File: config.mk
export PLATFORM = sky130hd
export DESIGN_NAME = trend_run_segmenter_flat
export DESIGN_NICKNAME = d
export VERILOG_FILES = /design/src/trs_pkg.sv /design/src/trs_if.sv /design/src/trs_core.sv /design/src/trs_fifo.sv /design/src/trend_run_segmenter.sv /design/src/flat_wrapper.sv
export VERILOG_INCLUDE_DIRS = /design/src /design/src/src
export SDC_FILE = /design/constraint.sdc
export NUM_CORES = 1
export LEC_CHECK = 0
export BUFFER_PORTS_ARGS = -buffer_cell sky130_fd_sc_hd__buf_2
export CORE_MARGIN = 1.5
export CORE_UTILIZATION = 45
export CTS_BUF_LIST = sky130_fd_sc_hd__clkbuf_4 sky130_fd_sc_hd__clkbuf_8
export DETAILED_ROUTE_END_ITERATION = 10
export RECOVER_POWER = 25
export SLEW_MARGIN = 20
export SYNTH_ARGS = -nofsm -noshare
export SYNTH_HDL_FRONTEND = slang
export SYNTH_SLANG_ARGS = --single-unit
File: constraint.sdc
create_clock -name clk_i -period 5.35 [get_ports clk_i]
set_clock_uncertainty 0.2 [all_clocks]
set_input_delay 0.535 -clock clk_i [delete_from_list [all_inputs] [get_ports clk_i]]
set_output_delay 0.535 -clock clk_i [all_outputs]
set_load 0.005 [all_outputs]
File: src/assert_macros.svh
// ----------------------------------------------------------------------------
// assert_macros.svh
// Concurrent assertion helpers clocked on clk_i and held off during reset.
// ----------------------------------------------------------------------------
`ifndef ASSERT_MACROS_SVH
`define ASSERT_MACROS_SVH

// Check a property on every rising edge of clk_i while out of reset.
`define ASSERT_CHK(label, prop, msg) \
  label: assert property (@(posedge clk_i) disable iff (!rst_ni) prop) else $error(msg);

// Check an implication whose consequence must hold in the cycle after its trigger.
`define ASSERT_NEXT(label, trig, cons, msg) \
  `ASSERT_CHK(label, (trig) |=> (cons), msg)

`endif

File: src/trs_pkg.sv
// ----------------------------------------------------------------------------
// trs_pkg
// Shared types and constants of the trend run segmenter.
// ----------------------------------------------------------------------------
package trs_pkg;

  localparam int SampleWidthDef = 16;
  localparam int CountWidthDef  = 15;

  // Result queue depth: room for the two results of one item plus slack.
  localparam int FifoDepth = 4;
  localparam int FifoAw    = $clog2(FifoDepth);

  typedef enum logic [1:0] {
    DIR_NONE = 2'd0,
    DIR_RISE = 2'd1,
    DIR_FALL = 2'd2
  } dir_e;

  localparam logic KIND_RUN      = 1'b0;
  localparam logic KIND_EXTREMUM = 1'b1;

  typedef struct packed {
    logic first;
    logic second;
  } trs_push_t;

endpackage

File: src/trs_if.sv
// ----------------------------------------------------------------------------
// trs_if
// Valid/ready channels for samples in and segment results out.
// ----------------------------------------------------------------------------
interface trs_in_if #(
  parameter int SAMPLE_WIDTH = 16
);
  logic                            valid;
  logic                            ready;
  logic signed [SAMPLE_WIDTH-1:0]  sample;
  logic                            last;

  modport source (output valid, output sample, output last, input ready);
  modport sink   (input valid, input sample, input last, output ready);
endinterface

interface trs_out_if #(
  parameter int SAMPLE_WIDTH = 16,
  parameter int COUNT_WIDTH  = 15
);
  logic                            valid;
  logic                            ready;
  logic                            kind;
  logic signed [COUNT_WIDTH:0]     signed_length;
  logic signed [SAMPLE_WIDTH-1:0]  value;
  logic                            end_of_sequence;

  modport source (output valid, output kind, output signed_length, output value,
                  output end_of_sequence, input ready);
  modport sink   (input valid, input kind, input signed_length, input value,
                  input end_of_sequence, output ready);
endinterface

File: src/trs_core.sv
// ----------------------------------------------------------------------------
// trs_core
// Run tracking state and result formation for one accepted sample.
// ----------------------------------------------------------------------------
`include "assert_macros.svh"

module trs_core #(
  parameter int SAMPLE_WIDTH = trs_pkg::SampleWidthDef,
  parameter int COUNT_WIDTH  = trs_pkg::CountWidthDef,
  parameter int RES_WIDTH    = COUNT_WIDTH + SAMPLE_WIDTH + 3
) (
  input  logic                           clk_i,
  input  logic                           rst_ni,
  input  logic                           accept_i,
  input  logic signed [SAMPLE_WIDTH-1:0] sample_i,
  input  logic                           last_i,
  output trs_pkg::trs_push_t             push_o,
  output logic [RES_WIDTH-1:0]           res_a_o,
  output logic [RES_WIDTH-1:0]           res_b_o
);
  import trs_pkg::*;

  localparam logic [COUNT_WIDTH-1:0] CountMax = {COUNT_WIDTH{1'b1}};
  localparam logic [COUNT_WIDTH-1:0] CountTwo = COUNT_WIDTH'(2);

  logic signed [SAMPLE_WIDTH-1:0] prev_q, prev_d;
  logic signed [SAMPLE_WIDTH-1:0] start_q, start_d;
  logic                           have_q, have_d;
  dir_e                           dir_q, dir_d;
  logic [COUNT_WIDTH-1:0]         count_q, count_d;
  dir_e                           step_dir;
  logic                           reversed;
  logic signed [COUNT_WIDTH:0]    old_len, new_len;

  function automatic logic signed [COUNT_WIDTH:0] run_len(dir_e dir,
                                                          logic [COUNT_WIDTH-1:0] cnt);
    logic signed [COUNT_WIDTH:0] mag;
    mag = $signed({1'b0, cnt});
    return (dir == DIR_FALL) ? -mag : mag;
  endfunction

  always_comb begin
    if (sample_i > prev_q) begin
      step_dir = DIR_RISE;
    end else if (sample_i < prev_q) begin
      step_dir = DIR_FALL;
    end else begin
      step_dir = DIR_NONE;
    end
  end

  always_comb begin
    prev_d   = prev_q;
    start_d  = start_q;
    have_d   = have_q;
    dir_d    = dir_q;
    count_d  = count_q;
    reversed = 1'b0;
    if (!have_q) begin
      have_d = 1'b1;
      prev_d = sample_i;
    end else begin
      if (dir_q == DIR_NONE) begin
        if (step_dir != DIR_NONE) begin
          dir_d   = step_dir;
          start_d = prev_q;
          count_d = CountTwo;
        end
      end else if (step_dir == DIR_NONE || step_dir == dir_q) begin
        // saturate rather than wrap
        if (count_q != CountMax) begin
          count_d = count_q + COUNT_WIDTH'(1);
        end
      end else begin
        reversed = 1'b1;
        dir_d    = step_dir;
        start_d  = prev_q;
        count_d  = CountTwo;
      end
      prev_d = sample_i;
    end
  end

  assign old_len = run_len(dir_q, count_q);
  assign new_len = run_len(dir_d, count_d);

  // Slot A goes out first, slot B second.
  always_comb begin
    push_o  = '0;
    res_a_o = {KIND_RUN, old_len, start_q, 1'b0};
    res_b_o = {KIND_EXTREMUM, (COUNT_WIDTH + 1)'(0), sample_i, 1'b1};
    if (reversed) begin
      push_o.first = 1'b1;
      if (last_i) begin
        push_o.second = 1'b1;
        res_b_o       = {KIND_EXTREMUM, new_len, sample_i, 1'b1};
      end
    end else if (last_i) begin
      if (dir_d != DIR_NONE) begin
        push_o.first  = 1'b1;
        push_o.second = 1'b1;
        res_a_o       = {KIND_RUN, new_len, start_d, 1'b0};
      end else begin
        push_o.first = 1'b1;
        res_a_o      = res_b_o;
      end
    end
  end

  always_ff @(posedge clk_i or negedge rst_ni) begin
    if (!rst_ni) begin
      have_q  <= 1'b0;
      dir_q   <= DIR_NONE;
      count_q <= '0;
      prev_q  <= '0;
      start_q <= '0;
    end else if (accept_i) begin
      if (last_i) begin
        // sequence closed: start over
        have_q  <= 1'b0;
        dir_q   <= DIR_NONE;
        count_q <= '0;
        prev_q  <= '0;
        start_q <= '0;
      end else begin
        have_q  <= have_d;
        dir_q   <= dir_d;
        count_q <= count_d;
        prev_q  <= prev_d;
        start_q <= start_d;
      end
    end
  end

  `ASSERT_NEXT(a_last_clears, accept_i && last_i, !have_q && dir_q == DIR_NONE,
               "state not cleared after last item")
  `ASSERT_CHK(a_dir_needs_prev, dir_q != DIR_NONE |-> have_q,
              "direction set without a previous sample")
  `ASSERT_CHK(a_run_min_two, dir_q != DIR_NONE |-> count_q >= CountTwo,
              "open run shorter than two samples")

endmodule

File: src/trs_fifo.sv
// ----------------------------------------------------------------------------
// trs_fifo
// Small result queue taking up to two entries per cycle, giving out one.
// ----------------------------------------------------------------------------
`include "assert_macros.svh"

module trs_fifo #(
  parameter int RES_WIDTH = 35
) (
  input  logic                 clk_i,
  input  logic                 rst_ni,
  input  trs_pkg::trs_push_t   push_i,
  input  logic [RES_WIDTH-1:0] res_a_i,
  input  logic [RES_WIDTH-1:0] res_b_i,
  output logic                 room_o,
  output logic                 valid_o,
  input  logic                 pop_i,
  output logic [RES_WIDTH-1:0] data_o
);
  import trs_pkg::*;

  localparam logic [FifoAw:0] Depth     = (FifoAw + 1)'(FifoDepth);
  localparam logic [FifoAw:0] RoomLimit = (FifoAw + 1)'(FifoDepth - 2);

  logic [RES_WIDTH-1:0] mem_q [FifoDepth];
  logic [FifoAw-1:0]    wr_q, wr_d, rd_q, rd_d;
  logic [FifoAw:0]      cnt_q, cnt_d;
  logic [FifoAw:0]      n_push;
  logic                 pop;

  assign n_push  = (FifoAw + 1)'(push_i.first) + (FifoAw + 1)'(push_i.second);
  assign valid_o = (cnt_q != '0);
  assign pop     = pop_i && valid_o;
  assign data_o  = mem_q[rd_q];
  assign room_o  = (cnt_q <= RoomLimit);

  assign wr_d  = wr_q + n_push[FifoAw-1:0];
  assign rd_d  = rd_q + FifoAw'(pop);
  assign cnt_d = cnt_q + n_push - (FifoAw + 1)'(pop);

  always_ff @(posedge clk_i) begin
    if (push_i.first) begin
      mem_q[wr_q] <= res_a_i;
    end
    if (push_i.second) begin
      mem_q[wr_q + FifoAw'(1)] <= res_b_i;
    end
  end

  always_ff @(posedge clk_i or negedge rst_ni) begin
    if (!rst_ni) begin
      wr_q  <= '0;
      rd_q  <= '0;
      cnt_q <= '0;
    end else begin
      wr_q  <= wr_d;
      rd_q  <= rd_d;
      cnt_q <= cnt_d;
    end
  end

  `ASSERT_CHK(a_no_overflow, cnt_q <= Depth, "result queue overflow")
  `ASSERT_CHK(a_push_in_order, push_i.second |-> push_i.first,
              "second slot pushed without the first")
  `ASSERT_CHK(a_push_needs_room, push_i.first |-> room_o,
              "push while the queue lacks room")

endmodule

File: src/trend_run_segmenter.sv
// ----------------------------------------------------------------------------
// trend_run_segmenter
// Splits a stream of signed samples into monotonic runs.
// ----------------------------------------------------------------------------
// Usage: samples enter on sample_in_i (sample, last), one per cycle while ready.
// Results leave on result_out_o: a finished run (kind 0) carries its signed
// length and start value; the closing extremum (kind 1) carries the final
// sample and end_of_sequence. An item causes zero, one or two results; only
// the item marked last, or a reversal on it, gives two.
// A result is written to the result queue when its item is accepted and
// leaves from its head behind earlier results; one item is taken per cycle
// while ready, and a last item's second result is absorbed by the four-entry queue.
// sample_in_i.ready holds while the queue has room for two more results, so
// a stalled receiver back-pressures the input once the queue fills up, and
// nothing is dropped.
// Reset clears the run state and empties the queue; the next item starts a
// new sequence, as it does after every last item.
// ----------------------------------------------------------------------------
module trend_run_segmenter #(
  parameter int SAMPLE_WIDTH = trs_pkg::SampleWidthDef,
  parameter int COUNT_WIDTH  = trs_pkg::CountWidthDef
) (
  input  logic      clk_i,
  input  logic      rst_ni,
  trs_in_if.sink    sample_in_i,
  trs_out_if.source result_out_o
);
  import trs_pkg::*;

  localparam int ResWidth = COUNT_WIDTH + SAMPLE_WIDTH + 3;

  trs_push_t            push;
  logic [ResWidth-1:0]  res_a, res_b, head;
  logic                 room;
  logic                 accept;

  assign sample_in_i.ready = room;
  assign accept            = sample_in_i.valid && room;

  trs_core #(
    .SAMPLE_WIDTH (SAMPLE_WIDTH),
    .COUNT_WIDTH  (COUNT_WIDTH),
    .RES_WIDTH    (ResWidth)
  ) u_core (
    .clk_i    (clk_i),
    .rst_ni   (rst_ni),
    .accept_i (accept),
    .sample_i (sample_in_i.sample),
    .last_i   (sample_in_i.last),
    .push_o   (push),
    .res_a_o  (res_a),
    .res_b_o  (res_b)
  );

  trs_fifo #(
    .RES_WIDTH (ResWidth)
  ) u_fifo (
    .clk_i   (clk_i),
    .rst_ni  (rst_ni),
    .push_i  (accept ? push : trs_push_t'('0)),
    .res_a_i (res_a),
    .res_b_i (res_b),
    .room_o  (room),
    .valid_o (result_out_o.valid),
    .pop_i   (result_out_o.ready),
    .data_o  (head)
  );

  assign result_out_o.kind            = head[ResWidth-1];
  assign result_out_o.signed_length   = $signed(head[ResWidth-2 -: COUNT_WIDTH + 1]);
  assign result_out_o.value           = $signed(head[SAMPLE_WIDTH:1]);
  assign result_out_o.end_of_sequence = head[0];

endmodule
File: src/flat_wrapper.sv
// flat-port wrapper written by rule: the top's interface ports become plain ports
module trend_run_segmenter_flat import trs_pkg::*;
#(
  parameter int SAMPLE_WIDTH = trs_pkg::SampleWidthDef,
  parameter int COUNT_WIDTH  = trs_pkg::CountWidthDef
)
  (clk_i, rst_ni, sample_in_i_valid, sample_in_i_sample, sample_in_i_last, sample_in_i_ready, result_out_o_valid, result_out_o_kind, result_out_o_signed_length, result_out_o_value, result_out_o_end_of_sequence, result_out_o_ready);
  trs_in_if #(.SAMPLE_WIDTH(SAMPLE_WIDTH)) sample_in_i_i ();
  trs_out_if #(.SAMPLE_WIDTH(SAMPLE_WIDTH), .COUNT_WIDTH(COUNT_WIDTH)) result_out_o_i ();
  input  logic clk_i;
  input  logic rst_ni;
  input wire logic [$bits(sample_in_i_i.valid)-1:0] sample_in_i_valid;
  input wire logic [$bits(sample_in_i_i.sample)-1:0] sample_in_i_sample;
  input wire logic [$bits(sample_in_i_i.last)-1:0] sample_in_i_last;
  output wire logic [$bits(sample_in_i_i.ready)-1:0] sample_in_i_ready;
  output wire logic [$bits(result_out_o_i.valid)-1:0] result_out_o_valid;
  output wire logic [$bits(result_out_o_i.kind)-1:0] result_out_o_kind;
  output wire logic [$bits(result_out_o_i.signed_length)-1:0] result_out_o_signed_length;
  output wire logic [$bits(result_out_o_i.value)-1:0] result_out_o_value;
  output wire logic [$bits(result_out_o_i.end_of_sequence)-1:0] result_out_o_end_of_sequence;
  input wire logic [$bits(result_out_o_i.ready)-1:0] result_out_o_ready;
  assign sample_in_i_i.valid = sample_in_i_valid;
  assign sample_in_i_i.sample = sample_in_i_sample;
  assign sample_in_i_i.last = sample_in_i_last;
  assign sample_in_i_ready = sample_in_i_i.ready;
  assign result_out_o_valid = result_out_o_i.valid;
  assign result_out_o_kind = result_out_o_i.kind;
  assign result_out_o_signed_length = result_out_o_i.signed_length;
  assign result_out_o_value = result_out_o_i.value;
  assign result_out_o_end_of_sequence = result_out_o_i.end_of_sequence;
  assign result_out_o_i.ready = result_out_o_ready;
  trend_run_segmenter #(.SAMPLE_WIDTH(SAMPLE_WIDTH), .COUNT_WIDTH(COUNT_WIDTH)) u_core (.clk_i(clk_i), .rst_ni(rst_ni), .sample_in_i(sample_in_i_i), .result_out_o(result_out_o_i));
endmodule
==> qor.txt <==
vias per cell: 6.22
Avg Cell Area, Syn: 11.0 sq um
Die Wd: 157 microns
DP HPWL: 20200 microns
synthesized area: 0.0106 sq mm
design area: 0.0118 sq mm
Pleak: 0.00433 uW
area leader, netlist: edfxtp_1
switching share of power: 41.2%
final setup fails: 0
clock power share: 17.7%
htree depth: 4
ys flop type: edfxtp_1
final period utilization: 89.3%
RR Endpoint: u_core.u_fifo.mem_q[0][31]
top cell type's share of synthesized area: 36.2%
max-cap violations: 2
DR vias: 8366
hold_ws: 0.193 ns
EDFF count, synth: 128
Core Rows: 56
ratio of cells with drive above 1 in the final layout: 16.4%
Worst-path clk slew: 0.11 ns
clk_lat worst skew: 0.48 ns
largest net degree at the start of global routing: 58
reg2reg start: u_core.u_core.prev_q[13]
Port-buffer cells: 56
via count of the first global-routing pass: 8039
Syn-to-layout area delta: 10.7%
CTS Buf Count: 17
sequential power share: 37.1%
CP required: 5.36 ns
Cells after Synth: 970
path depth of the worst reg2reg path: 16
Worst Path Arrival: 4.79 ns
grt ovf: 0
Slew @ Worst Pin: 3.45 ns
crit path time final: 4.78 ns
Setup TNS: 0 ns
most frequent cells in the layout: edfxtp_1, o21ai_0, a22o_1, nor2_1, nand2_1
combinational share of power: 45.3%
Setup crit start kind: flip-flop
Crit path top cell by count: ha_1
Total GRT Usage: 25.5%
class of the worst hold path: primary input to flip-flop
RSZ-0062 raised after global routing: false
maximum clock frequency: 209 MHz
Crit Path Class: flip-flop to flip-flop
# hold bufs at CTS: 0
Final Hold Violating Endpoints: 0
NetSw: 2370 uW
post-synthesis sequential area ratio: 50.3%
CP startpoint: u_core.u_core.prev_q[13]
initial antenna violation count: 0
CP endpoint kind: flip-flop
commonest non-fill, non-tap cell in the layout: edfxtp_1
reg2reg setup slack: 0.57 ns
fin. max-slew vios: 81
IO Pins: 57
die area: 0.0246 sq mm
failing checks: capacitance limit, slew limit
Iter 0 DRT Violations: 943
crit-path cells: inv_1 -> ha_1 -> a21o_1 -> a211oi_1 -> o21ai_1 -> o31ai_4 -> buf_4 -> mux2i_2 -> o22ai_2 -> ha_1 -> o211ai_1 -> and4bb_2 -> and3b_1 -> and4_1 -> nor3_1 -> o21ai_0
Unique masters post-synth: 72
Final #Nets: 1059
Syn Nets: 1017
Root Buffer: clkbuf_8
CP Capture Point: u_core.u_fifo.mem_q[0][31]
Clock Path Buffers: 2
post-CTS sizing: 0
#FFs+latches synth: 189
Placement Cell Area: 0.0114 sq mm
outcome: finished, violations left
# Post-CTS Setup Buffers: 0
antenna-violating nets left: 0
chip height: 157 microns
Hold Path Origin: sample_in_i_sample[13]
Starting Density: 45.6%
CP max stage delay: 0.51 ns
Area contributors post-synth: edfxtp_1, dfrtp_1, mux4_2, a22o_1, o21ai_0
fraction of registers with async set/reset: 30.2%
worst ir drop on vdd: 0.190 mV
DR pass1 iterations: 6
CORE AREA: 0.0233 sq mm
routed wire length per instance: 22.4 microns
pwr/cell area: 488 mW/mm^2
Int Pwr: 3380 uW
Worst path slowest cell: o31ai_4
Crit Path Max Fanout: 9
routed wire length: 30100 microns
first-pass GRT wire length: 47100 microns
TritonCTS Sinks: 189
DRC viols: 0
CTS tree: yes
yosys warns: 0
RD Place Congestion: 0.910
Slew HR: -130%
## cell type report
class                   count  area [sq um]
multi-input cells         675          4900
clock inverters            14           173
repair buffers             96           578
clock buffers              18           241
flip-flops and latches    189          5350
inverters                  33           124
well taps                 319           399
diodes                      1          2.50
fillers                  2082         11600
## power groups by stage
stage          logic [uW]  clock network [uW]  registers, uW
5_1_grt              2880                1090           2170
4_1_cts              2610                1030           2130
3_5_place_dp         2600                   0           2160
6_report             2600                1020           2130
3_3_place_gp         2570                   0           2150
2_1_floorplan        1850                   0           2050
## cell families after synthesis
| family | share of synthesized area (%) |
|---|---|
| XOR/XNOR | 2.39 |
| adder cells (fa/ha/maj) | 3.13 |
| multiplexers | 7.79 |
| AO/OA/AOI/OAI | 21.3 |
| flip-flops | 50.3 |
| AND/OR/NAND/NOR | 11.2 |
| buffers and inverters | 3.81 |
## per-layer routing
layer | up-vias | track usage [%] | wire length (microns)
met1 | 4137 | 36.4 | 13600
met2 | 363 | 39.5 | 13900
met5 | - | 0 | 0
li1 | 3827 | - | -
met4 | 0 | 7.57 | 488
met3 | 39 | 4.57 | 2130
## worst min-delay path by stage
stage,to,slack (ns),cells past startpoint
4_1_cts,u_core.u_core.prev_q[4],0.04,2
6_report,u_core.u_core.prev_q[13],0.19,3
5_1_grt,u_core.u_core.prev_q[13],0.19,3
3_3_place_gp,u_core.u_fifo.mem_q[1][0],0.25,1
3_5_place_dp,u_core.u_fifo.mem_q[2][0],0.25,1
2_1_floorplan,u_core.u_core.count_q[0],0.04,0
## synth_stat cells (all sizes together) (12+ instances only)
library cell,number
edfxtp,128
o21ai,115
a22o,72
nor2,68
nand2,64
clkbuf,62
dfrtp,57
a21oi,38
mux4,33
inv,31
nand3,30
a22oi,27
ha,25
o22ai,23
xnor2,15
xor2,14
nor3,13
nand4,12
## worst max-delay path, delay by kind of cell (launching register included)
family	cells	cell delay, ns
compound gates	7	1.62
mux	1	0.26
buf+inv	2	0.34
flops	1	0.40
simple gates	4	1.13
fa+ha+maj	2	0.56
## flip-flops by register name, summed over array words and instances, names as in the netlist
signal / cells
u_core.u_core.start_q: 16
u_core.u_fifo.wr_q: 2
u_core.u_core.prev_q: 16
u_core.u_core.count_q: 15
u_core.u_fifo.mem_q: 132
u_core.u_core.have_q: 1
u_core.u_fifo.rd_q: 2
u_core.u_fifo.cnt_q: 3
u_core.u_core.dir_q: 2
## metrics by stage
stage | utilization [%] | instances | setup WS, ns | total power (uW)
after floorplan | - | 970 | 0.623 | 3900
after global placement | 48.8 | 1312 | 0.498 | 4730
after detailed placement | 48.8 | 1312 | 0.402 | 4760
after CTS | 50.6 | 1344 | 0.631 | 5770
after global routing | 50.4 | 1344 | 0.263 | 6130
final | 50.4 | 1345 | 0.570 | 5750
No activity file was read; power rests on OpenSTA's default activity.
